**src/design/fcsws_pkg.sv**
```systemverilog
// shared types and constants for the four channel stepper wave sequencer
package fcsws_pkg;

    localparam int COIL_W      = 4;
    localparam int SHOWN       = 4;
    localparam int COUNT_W     = 8;
    localparam int PHASE_W     = 2;
    localparam int INDEX_W     = 2;
    localparam int LEVELS_W    = COIL_W * SHOWN;
    localparam int APB_ADDR_W  = 3;
    localparam int APB_DATA_W  = 32;

    localparam logic [COUNT_W-1:0] DIV_RESET = 8'd7;

    // register word index of the step divider
    localparam logic REG_STEP_DIVIDER = 1'b0;

    typedef enum logic
    {
        ACT_TICK = 1'b0,
        ACT_SET  = 1'b1
    } action_t;

    typedef enum logic [1:0]
    {
        DIR_FWD  = 2'd0,
        DIR_BWD  = 2'd1,
        DIR_STOP = 2'd2,
        DIR_HOLD = 2'd3
    } dir_t;

    // control from the top level to one motor channel
    typedef struct packed
    {
        logic tick;
        logic set;
        logic enable;
        dir_t direction;
    } motor_ctrl_t;

    // status from one motor channel: coil levels after the transfer
    typedef struct packed
    {
        logic [COIL_W-1:0] coils;
        logic              stepped;
    } motor_stat_t;

endpackage

```
**src/design/fcsws_in_if.sv**
```systemverilog
// command channel: tick or set-motor transfers
interface fcsws_in_if
    import fcsws_pkg::*;
();
    logic               valid;
    logic               ready;
    logic               action;
    logic [INDEX_W-1:0] motor_sel;
    logic               enable;
    logic [1:0]         direction;

    modport source (output valid, output action, output motor_sel, output enable,
                    output direction, input ready);
    modport sink   (input valid, input action, input motor_sel, input enable,
                    input direction, output ready);
endinterface

```
**src/design/fcsws_out_if.sv**
```systemverilog
// result channel: coil levels and stepped mask
interface fcsws_out_if
    import fcsws_pkg::*;
();
    logic                valid;
    logic                ready;
    logic [LEVELS_W-1:0] coil_levels;
    logic [SHOWN-1:0]    stepped_mask;

    modport source (output valid, output coil_levels, output stepped_mask, input ready);
    modport sink   (input valid, input coil_levels, input stepped_mask, output ready);
endinterface

```
**src/design/fcsws_regs.sv**
```systemverilog
// apb register block holding the shared step divider
module fcsws_regs
    import fcsws_pkg::*;
(
    input  logic                  clk,
    input  logic                  rst_n,
    input  logic                  psel,
    input  logic                  penable,
    input  logic                  pwrite,
    input  logic [APB_ADDR_W-1:0] paddr,
    input  logic [APB_DATA_W-1:0] pwdata,
    output logic [APB_DATA_W-1:0] prdata,
    output logic                  pready,
    output logic [COUNT_W-1:0]    divider
);
    logic [COUNT_W-1:0] divider_reg;
    logic [COUNT_W-1:0] divider_next;
    logic               hit;

    assign pready = 1'b1;
    // word index sits above the byte offset
    assign hit    = (paddr[APB_ADDR_W-1] == REG_STEP_DIVIDER);

    // register write on the access phase
    always_comb
    begin
        divider_next = divider_reg;
        if (psel && penable && pwrite && pready && hit)
        begin
            divider_next = pwdata[COUNT_W-1:0];
        end
    end

    always_ff @(posedge clk or negedge rst_n)
    begin
        if (!rst_n)
        begin
            divider_reg <= DIV_RESET;
        end
        else
        begin
            divider_reg <= divider_next;
        end
    end

    // read back
    assign prdata  = hit ? {{(APB_DATA_W-COUNT_W){1'b0}}, divider_reg} : '0;
    assign divider = divider_reg;
endmodule

```
**src/design/fcsws_motor.sv**
```systemverilog
// one motor channel: counter, phase, mode and wave-drive coil state
module fcsws_motor
    import fcsws_pkg::*;
(
    input  logic               clk,
    input  logic               rst_n,
    input  motor_ctrl_t        ctrl,
    input  logic [COUNT_W-1:0] divider,
    output motor_stat_t        stat
);
    logic [COUNT_W-1:0] count_reg;
    logic [COUNT_W-1:0] count_next;
    logic [PHASE_W-1:0] phase_reg;
    logic [PHASE_W-1:0] phase_next;
    logic               active_reg;
    logic               active_next;
    dir_t               dir_reg;
    dir_t               dir_next;
    logic [COIL_W-1:0]  coils_reg;
    logic [COIL_W-1:0]  coils_next;
    logic               step_due;
    logic [PHASE_W-1:0] clr_idx;
    logic [PHASE_W-1:0] set_idx;
    logic [COIL_W-1:0]  stepped_coils;

    // step condition and the coil pair that changes
    assign step_due = active_reg && ((dir_reg == DIR_FWD) || (dir_reg == DIR_BWD))
                      && (count_reg >= divider);
    assign clr_idx  = (dir_reg == DIR_FWD) ? phase_reg - 2'd1 : 2'd0 - phase_reg;
    assign set_idx  = (dir_reg == DIR_FWD) ? phase_reg : ~phase_reg;

    always_comb
    begin
        stepped_coils          = coils_reg;
        stepped_coils[clr_idx] = 1'b0;
        stepped_coils[set_idx] = 1'b1;
    end

    // next state for set and tick transfers
    always_comb
    begin
        count_next  = count_reg;
        phase_next  = phase_reg;
        active_next = active_reg;
        dir_next    = dir_reg;
        coils_next  = coils_reg;
        if (ctrl.set)
        begin
            active_next = ctrl.enable;
            dir_next    = ctrl.direction;
        end
        else if (ctrl.tick && active_reg)
        begin
            if (step_due)
            begin
                count_next = COUNT_W'(1);
                phase_next = phase_reg + 2'd1;
                coils_next = stepped_coils;
            end
            else
            begin
                count_next = count_reg + COUNT_W'(1);
                if (dir_reg == DIR_STOP)
                begin
                    coils_next = '0;
                end
            end
        end
    end

    always_ff @(posedge clk or negedge rst_n)
    begin
        if (!rst_n)
        begin
            count_reg  <= '0;
            phase_reg  <= '0;
            active_reg <= 1'b1;
            dir_reg    <= DIR_BWD;
            coils_reg  <= '0;
        end
        else
        begin
            count_reg  <= count_next;
            phase_reg  <= phase_next;
            active_reg <= active_next;
            dir_reg    <= dir_next;
            coils_reg  <= coils_next;
        end
    end

    assign stat.coils   = coils_next;
    assign stat.stepped = ctrl.tick && step_due;
endmodule

```
**src/design/four_channel_stepper_wave_sequencer_core.sv**
```systemverilog
// path: an accepted transfer is held in the input register, then its result in the result register
// throughput: one command per cycle while the result channel does not stall
// a command is taken while a finished result still waits on the output, if the input register is empty
// reset: asynchronous, active low; divider 7, all motors enabled backward
// reset also clears counters, phases and coils; no results pending
module four_channel_stepper_wave_sequencer_core
    import fcsws_pkg::*;
#(
    parameter int NUM_MOTORS = 4
)
(
    input  logic                  clk,
    input  logic                  rst_n,
    input  logic                  psel,
    input  logic                  penable,
    input  logic                  pwrite,
    input  logic [APB_ADDR_W-1:0] paddr,
    input  logic [APB_DATA_W-1:0] pwdata,
    output logic [APB_DATA_W-1:0] prdata,
    output logic                  pready,
    fcsws_in_if.sink              in_ch,
    fcsws_out_if.source           out_ch
);
    logic                in_valid_reg;
    logic                in_valid_next;
    action_t             action_reg;
    logic [INDEX_W-1:0]  index_reg;
    logic                enable_reg;
    dir_t                direction_reg;
    logic                out_valid_reg;
    logic                out_valid_next;
    logic [LEVELS_W-1:0] levels_reg;
    logic [SHOWN-1:0]    mask_reg;
    logic                out_free;
    logic                fire;
    logic [COUNT_W-1:0]  divider;
    logic [LEVELS_W-1:0] levels_pack;
    logic [SHOWN-1:0]    mask_pack;
    motor_ctrl_t         ctrl   [NUM_MOTORS];
    motor_stat_t         stat   [NUM_MOTORS];

    fcsws_regs u_regs
    (
        .clk     (clk),
        .rst_n   (rst_n),
        .psel    (psel),
        .penable (penable),
        .pwrite  (pwrite),
        .paddr   (paddr),
        .pwdata  (pwdata),
        .prdata  (prdata),
        .pready  (pready),
        .divider (divider)
    );

    // handshake between input and result registers
    assign out_free       = !out_valid_reg || out_ch.ready;
    assign fire           = in_valid_reg && out_free;
    assign in_ch.ready    = !in_valid_reg || out_free;
    assign in_valid_next  = (in_ch.valid && in_ch.ready) || (in_valid_reg && !fire);
    assign out_valid_next = fire || (out_valid_reg && !out_ch.ready);

    always_ff @(posedge clk or negedge rst_n)
    begin
        if (!rst_n)
        begin
            in_valid_reg  <= 1'b0;
            out_valid_reg <= 1'b0;
        end
        else
        begin
            in_valid_reg  <= in_valid_next;
            out_valid_reg <= out_valid_next;
        end
    end

    // input register payload
    always_ff @(posedge clk)
    begin
        if (in_ch.valid && in_ch.ready)
        begin
            action_reg    <= action_t'(in_ch.action);
            index_reg     <= in_ch.motor_sel;
            enable_reg    <= in_ch.enable;
            direction_reg <= dir_t'(in_ch.direction);
        end
    end

    // motor channels
    for (genvar i = 0; i < NUM_MOTORS; i++)
    begin : g_motor
        if (i < SHOWN)
        begin : g_addr
            assign ctrl[i].set = fire && (action_reg == ACT_SET)
                                 && (index_reg == INDEX_W'(i));
        end
        else
        begin : g_noaddr
            assign ctrl[i].set = 1'b0;
        end
        assign ctrl[i].tick      = fire && (action_reg == ACT_TICK);
        assign ctrl[i].enable    = enable_reg;
        assign ctrl[i].direction = direction_reg;

        fcsws_motor u_motor
        (
            .clk     (clk),
            .rst_n   (rst_n),
            .ctrl    (ctrl[i]),
            .divider (divider),
            .stat    (stat[i])
        );
    end

    // pack the first four motors into the result fields
    for (genvar k = 0; k < SHOWN; k++)
    begin : g_pack
        if (k < NUM_MOTORS)
        begin : g_built
            assign levels_pack[k*COIL_W +: COIL_W] = stat[k].coils;
            assign mask_pack[k]                    = stat[k].stepped;
        end
        else
        begin : g_absent
            assign levels_pack[k*COIL_W +: COIL_W] = '0;
            assign mask_pack[k]                    = 1'b0;
        end
    end

    // result register payload
    always_ff @(posedge clk)
    begin
        if (fire)
        begin
            levels_reg <= levels_pack;
            mask_reg   <= mask_pack;
        end
    end

    assign out_ch.valid        = out_valid_reg;
    assign out_ch.coil_levels  = levels_reg;
    assign out_ch.stepped_mask = mask_reg;

    // set transfers never report a step
    a_set_no_step: assert property (@(posedge clk) disable iff (!rst_n)
        (fire && (action_reg == ACT_SET)) |-> (mask_pack == '0))
        else $error("stepped mask set on a set transfer");

    // input stalls only behind a held result
    a_stall_cause: assert property (@(posedge clk) disable iff (!rst_n)
        !in_ch.ready |-> (in_valid_reg && out_valid_reg && !out_ch.ready))
        else $error("input stalled without a held result");

    // a processed command always produces a result
    a_fire_result: assert property (@(posedge clk) disable iff (!rst_n)
        fire |=> out_valid_reg)
        else $error("processed command lost its result");

    // a pending command is kept until processed
    a_pending_kept: assert property (@(posedge clk) disable iff (!rst_n)
        (in_valid_reg && !fire) |=> in_valid_reg)
        else $error("pending command dropped");
endmodule

```
**src/flat_wrapper.sv**
```systemverilog
// flat-port wrapper written by rule: the top's interface ports become plain ports
module four_channel_stepper_wave_sequencer_core_flat import fcsws_pkg::*;
#(
    parameter int NUM_MOTORS = 4
)
  (clk, rst_n, psel, penable, pwrite, paddr, pwdata, prdata, pready, in_ch_valid, in_ch_action, in_ch_motor_sel, in_ch_enable, in_ch_direction, in_ch_ready, out_ch_valid, out_ch_coil_levels, out_ch_stepped_mask, out_ch_ready);
  fcsws_in_if in_ch_i ();
  fcsws_out_if out_ch_i ();
  input  logic clk;
  input  logic rst_n;
  input  logic psel;
  input  logic penable;
  input  logic pwrite;
  input  logic [APB_ADDR_W-1:0] paddr;
  input  logic [APB_DATA_W-1:0] pwdata;
  output logic [APB_DATA_W-1:0] prdata;
  output logic pready;
  input wire logic [$bits(in_ch_i.valid)-1:0] in_ch_valid;
  input wire logic [$bits(in_ch_i.action)-1:0] in_ch_action;
  input wire logic [$bits(in_ch_i.motor_sel)-1:0] in_ch_motor_sel;
  input wire logic [$bits(in_ch_i.enable)-1:0] in_ch_enable;
  input wire logic [$bits(in_ch_i.direction)-1:0] in_ch_direction;
  output wire logic [$bits(in_ch_i.ready)-1:0] in_ch_ready;
  output wire logic [$bits(out_ch_i.valid)-1:0] out_ch_valid;
  output wire logic [$bits(out_ch_i.coil_levels)-1:0] out_ch_coil_levels;
  output wire logic [$bits(out_ch_i.stepped_mask)-1:0] out_ch_stepped_mask;
  input wire logic [$bits(out_ch_i.ready)-1:0] out_ch_ready;
  assign in_ch_i.valid = in_ch_valid;
  assign in_ch_i.action = in_ch_action;
  assign in_ch_i.motor_sel = in_ch_motor_sel;
  assign in_ch_i.enable = in_ch_enable;
  assign in_ch_i.direction = in_ch_direction;
  assign in_ch_ready = in_ch_i.ready;
  assign out_ch_valid = out_ch_i.valid;
  assign out_ch_coil_levels = out_ch_i.coil_levels;
  assign out_ch_stepped_mask = out_ch_i.stepped_mask;
  assign out_ch_i.ready = out_ch_ready;
  four_channel_stepper_wave_sequencer_core #(.NUM_MOTORS(NUM_MOTORS)) u_core (.clk(clk), .rst_n(rst_n), .psel(psel), .penable(penable), .pwrite(pwrite), .paddr(paddr), .pwdata(pwdata), .prdata(prdata), .pready(pready), .in_ch(in_ch_i), .out_ch(out_ch_i));
endmodule
```
**config.mk**
```make
export PLATFORM = sky130hd
export DESIGN_NAME = four_channel_stepper_wave_sequencer_core_flat
export DESIGN_NICKNAME = d
export VERILOG_FILES = /design/src/design/fcsws_pkg.sv /design/src/design/fcsws_in_if.sv /design/src/design/fcsws_out_if.sv /design/src/design/fcsws_regs.sv /design/src/design/fcsws_motor.sv /design/src/design/four_channel_stepper_wave_sequencer_core.sv /design/src/flat_wrapper.sv
export SDC_FILE = /design/constraint.sdc
export NUM_CORES = 1
export LEC_CHECK = 0
export BUFFER_PORTS_ARGS = -buffer_cell sky130_fd_sc_hd__buf_2
export CORE_ASPECT_RATIO = 1.1
export CORE_MARGIN = 1.5
export CORE_UTILIZATION = 45
export CTS_CLUSTER_DIAMETER = 120
export DETAILED_ROUTE_END_ITERATION = 16
export HOLD_SLACK_MARGIN = 0.03
export PLACE_DENSITY = 0.64
export SLEW_MARGIN = 40
export SYNTH_ARGS = -nofsm -noshare
export SYNTH_HDL_FRONTEND = slang
export SYNTH_HIERARCHICAL = 1
export SYNTH_SLANG_ARGS = --single-unit
```
**constraint.sdc**
```tcl
create_clock -name clk -period 7.1 [get_ports clk]
set_clock_uncertainty 0.1 [all_clocks]
set_input_delay 1.065 -clock clk [delete_from_list [all_inputs] [get_ports clk]]
set_output_delay 1.065 -clock clk [all_outputs]
set_load 0.05 [all_outputs]
```
==> out/results.tsv <==
stage	metric	value	unit
run_status	outcome	complete, no violations	
cts	latest clock arrival within the worst-skew pair	360	ps
final_layout	commonest non-fill, non-tap cell in the layout	dfrtp_1	
worst_setup_path	Slowest cell on crit path	nor3b_4	
grt	initial antenna violation count	0	
final_layout	share of cells above drive strength 1	22.5	%
job	maxcap violations	0	
placed_design	Port Buf Inserts	51	
yosys	Synth async-reset ratio	75.0	%
detailed_routing	top sig layer	met4	
timing	Hold Vio Cnt, Final	0	
worst_setup_path	WP data required	7110	ps
grt	vias in the first global route	4532	
timing	Max Fclk	316	MHz
grt	GRT overflow	0	
cts	post-CTS resize count	0	
timing	Period minus WS final	3160	ps
final_layout	commonest cells after routing, fill and taps aside	67 x dfrtp_1, 52 x inv_1, 50 x buf_2	
worst_setup_path	CP delay by family, top	simple AND/OR/NAND/NOR gates	
final_layout	Nets	751	
timing	Final setup viols	0	
worst_setup_path	CP max stage delay	650	ps
die	IO Count	103	
grt	largest net degree at the start of global routing	54	
timing	slew margin rel.	46.6	%
cts	CTS tree	built	
worst_setup_path	crit-path cells	buf_2 > nor2b_4 > nor3b_4 > nand2_1 > nor2_1 > o31ai_2 > a32o_1	
yosys	#FFs+latches synth	104	
worst_setup_path	CP Launch Type	input port	
timing	RSZ-0062 raised after global routing	no	
worst_setup_path	critical path class	input port to flip-flop	
power_and_ir_drop	Power Total	1.97	mW
yosys	synth warn	6	
worst_setup_path	critical path buffer and inverter count	1	
grt	global-route usage over all layers	19.2	%
final_layout	fin cells	860	
yosys	number of synthesized flops with an enable pin	26	
die	die area	14800	µm²
timing	final period utilization	44.5	%
detailed_routing	via count	4709	
placed_design	Detailed Place HPWL	9580	µm
final_layout	Area Overhead vs Synth	9.75	%
worst_setup_path	CP Capture Type	flip-flop	
detailed_routing	DR iter-0 viols	164	
cts	H-tree depth	3	
die	Site Rows	45	
worst_setup_path	WP data arrival	3170	ps
power_and_ir_drop	VDD IR max	171	µV
detailed_routing	DR WL met2	6640	µm
final_layout	max reg flops	32	
yosys	post-synthesis area per instance	10.3	µm²
die	chip width	116	µm
detailed_routing	WL met3	378	µm
yosys	Post-Syn Area	6350	µm²
cts	root buffer cell	clkbuf_16	
final_layout	diode count	0	
placed_design	RePlAce Congestion	0.839	
timing	setup TNS	0	ps
cts	deepest clock path buffer count	2	
yosys	Post-Synthesis Cells	618	
grt	wire length of the first global-routing pass	22100	µm
power_and_ir_drop	PwrDens	283	nW/µm²
cts	Post-CTS Setup Inserts	0	
die	Starting Density	46.0	%
detailed_routing	Routed Antenna Nets	0	
yosys	commonest register cell after synthesis	dfrtp_1	
detailed_routing	DR pass1 iterations	4	
detailed_routing	routed len/inst	15.5	µm
detailed_routing	DRC	0	
detailed_routing	DR vias/cell	5.48	
power_and_ir_drop	Leak	3.13	nW
yosys	post-synthesis cell type count	55	
cts	clock sink count	104	
timing	Final Max Tran Viols	0	
cts	Clock Pin Slew Worst Setup and Hold Paths	70	ps
cts	number of CTS-inserted buffers	9	
hold_path	hold crit path type	flip-flop to flip-flop	
die	core box area	13800	µm²
cts	CTS Hold Bufs	0	
placed_design	placed insts	844	
detailed_routing	DRT met1 WL	5890	µm
worst_setup_path	crit-path max FO	12	
detailed_routing	WL final	13300	µm
timing	Tightest Pin Transition	798	ps
die	die height	128	µm
yosys	sequential element share of the synthesized area	43.2	%
where the power goes:
part / switching [mW] / total (mW) / internal, mW / leakage (nW)
combinational: 0.378 / 0.627 / 0.249 / 1.80
sequential: 0.142 / 0.875 / 0.733 / 1.20
clock: 0.227 / 0.473 / 0.246 / 0.128
total: 0.746 / 1.97 / 1.23 / 3.13
path summary, 6_finish.rpt:
path | from | depth (start not counted) | slack [ps] | to
max | out_ch_ready | 7 | 3940 | u_core/out_ch.coil_levels[1]
min in group asynchronous | rst_n | 1 | 510 | u_core/g_motor[0].u_motor/count_reg[1]
min | u_core/g_motor[3].u_motor/coils_reg[0] | 1 | 440 | u_core/g_motor[3].u_motor/coils_reg[0]
max in group asynchronous | rst_n | 2 | 5370 | u_core/g_motor[2].u_motor/phase_reg[0]
min reg2reg | u_core/g_motor[3].u_motor/coils_reg[0] | 1 | 440 | u_core/g_motor[3].u_motor/coils_reg[0]
max reg2reg | u_core/out_ch.valid | 6 | 4270 | u_core/out_ch.coil_levels[1]
synthesized netlist by cell type, types with 9 or more instances:
master     number  area (µm²)
a21oi_1        40         200
inv_1          52         195
edfxtp_1       26         781
and3_1         16         100
o22ai_1        12        75.1
buf_4          25         188
nor2_1         36         135
o2bb2ai_1      12         105
o21ai_0        20         100
nand2_1        43         161
ha_1           36         450
dfstp_2        11         289
nor2b_1        16         100
dfrtp_1        67        1680
and2b_2         9        78.8
or2_2           9        56.3
mux2_2         20         225
cell families (layout without fill, tap and decap cells):
family | after synthesis | in the layout | share of synthesized area, %
AO/OA/AOI/OAI | 162 | 162 | 19.6
XOR/XNOR | 16 | 16 | 2.21
adder cells (fa/ha/maj) | 36 | 36 | 7.09
buffers and inverters | 90 | 121 | 7.39
flip-flops | 104 | 104 | 43.2
multiplexers | 24 | 24 | 4.18
other | 2 | 25 | 0.118
AND/OR/NAND/NOR | 184 | 184 | 16.2
routing by layer:
layer  track usage (%)  up-vias
met3              2.66       23
met4              9.33        0
met1              24.1     2322
met5                 0        -
met2              32.2       71
li1                  -     2293
final cells by class:
type,count,area [µm²]
Clock buffer,11,243
Clock inverter,5,32.5
Fill cell,1281,6820
Inverter,52,195
Multi-Input combinational cell,447,3250
Sequential cell,104,2750
Tap cell,188,235
Timing Repair Buffer,53,273
metrics by stage:
stage | hold WS, ps | instance area [µm²] | util [%] | setup slack (ps)
after floorplan | 389 | 6440 | - | 3750
after global placement | 417 | 6680 | 48.4 | 3360
after detailed placement | 420 | 6700 | 48.5 | 3560
after CTS | 446 | 6970 | 50.5 | 3920
after global routing | 471 | 6970 | 50.5 | 3700
final | 443 | 6970 | 50.5 | 3940
Note: power is estimated with default switching activity, not from simulation.
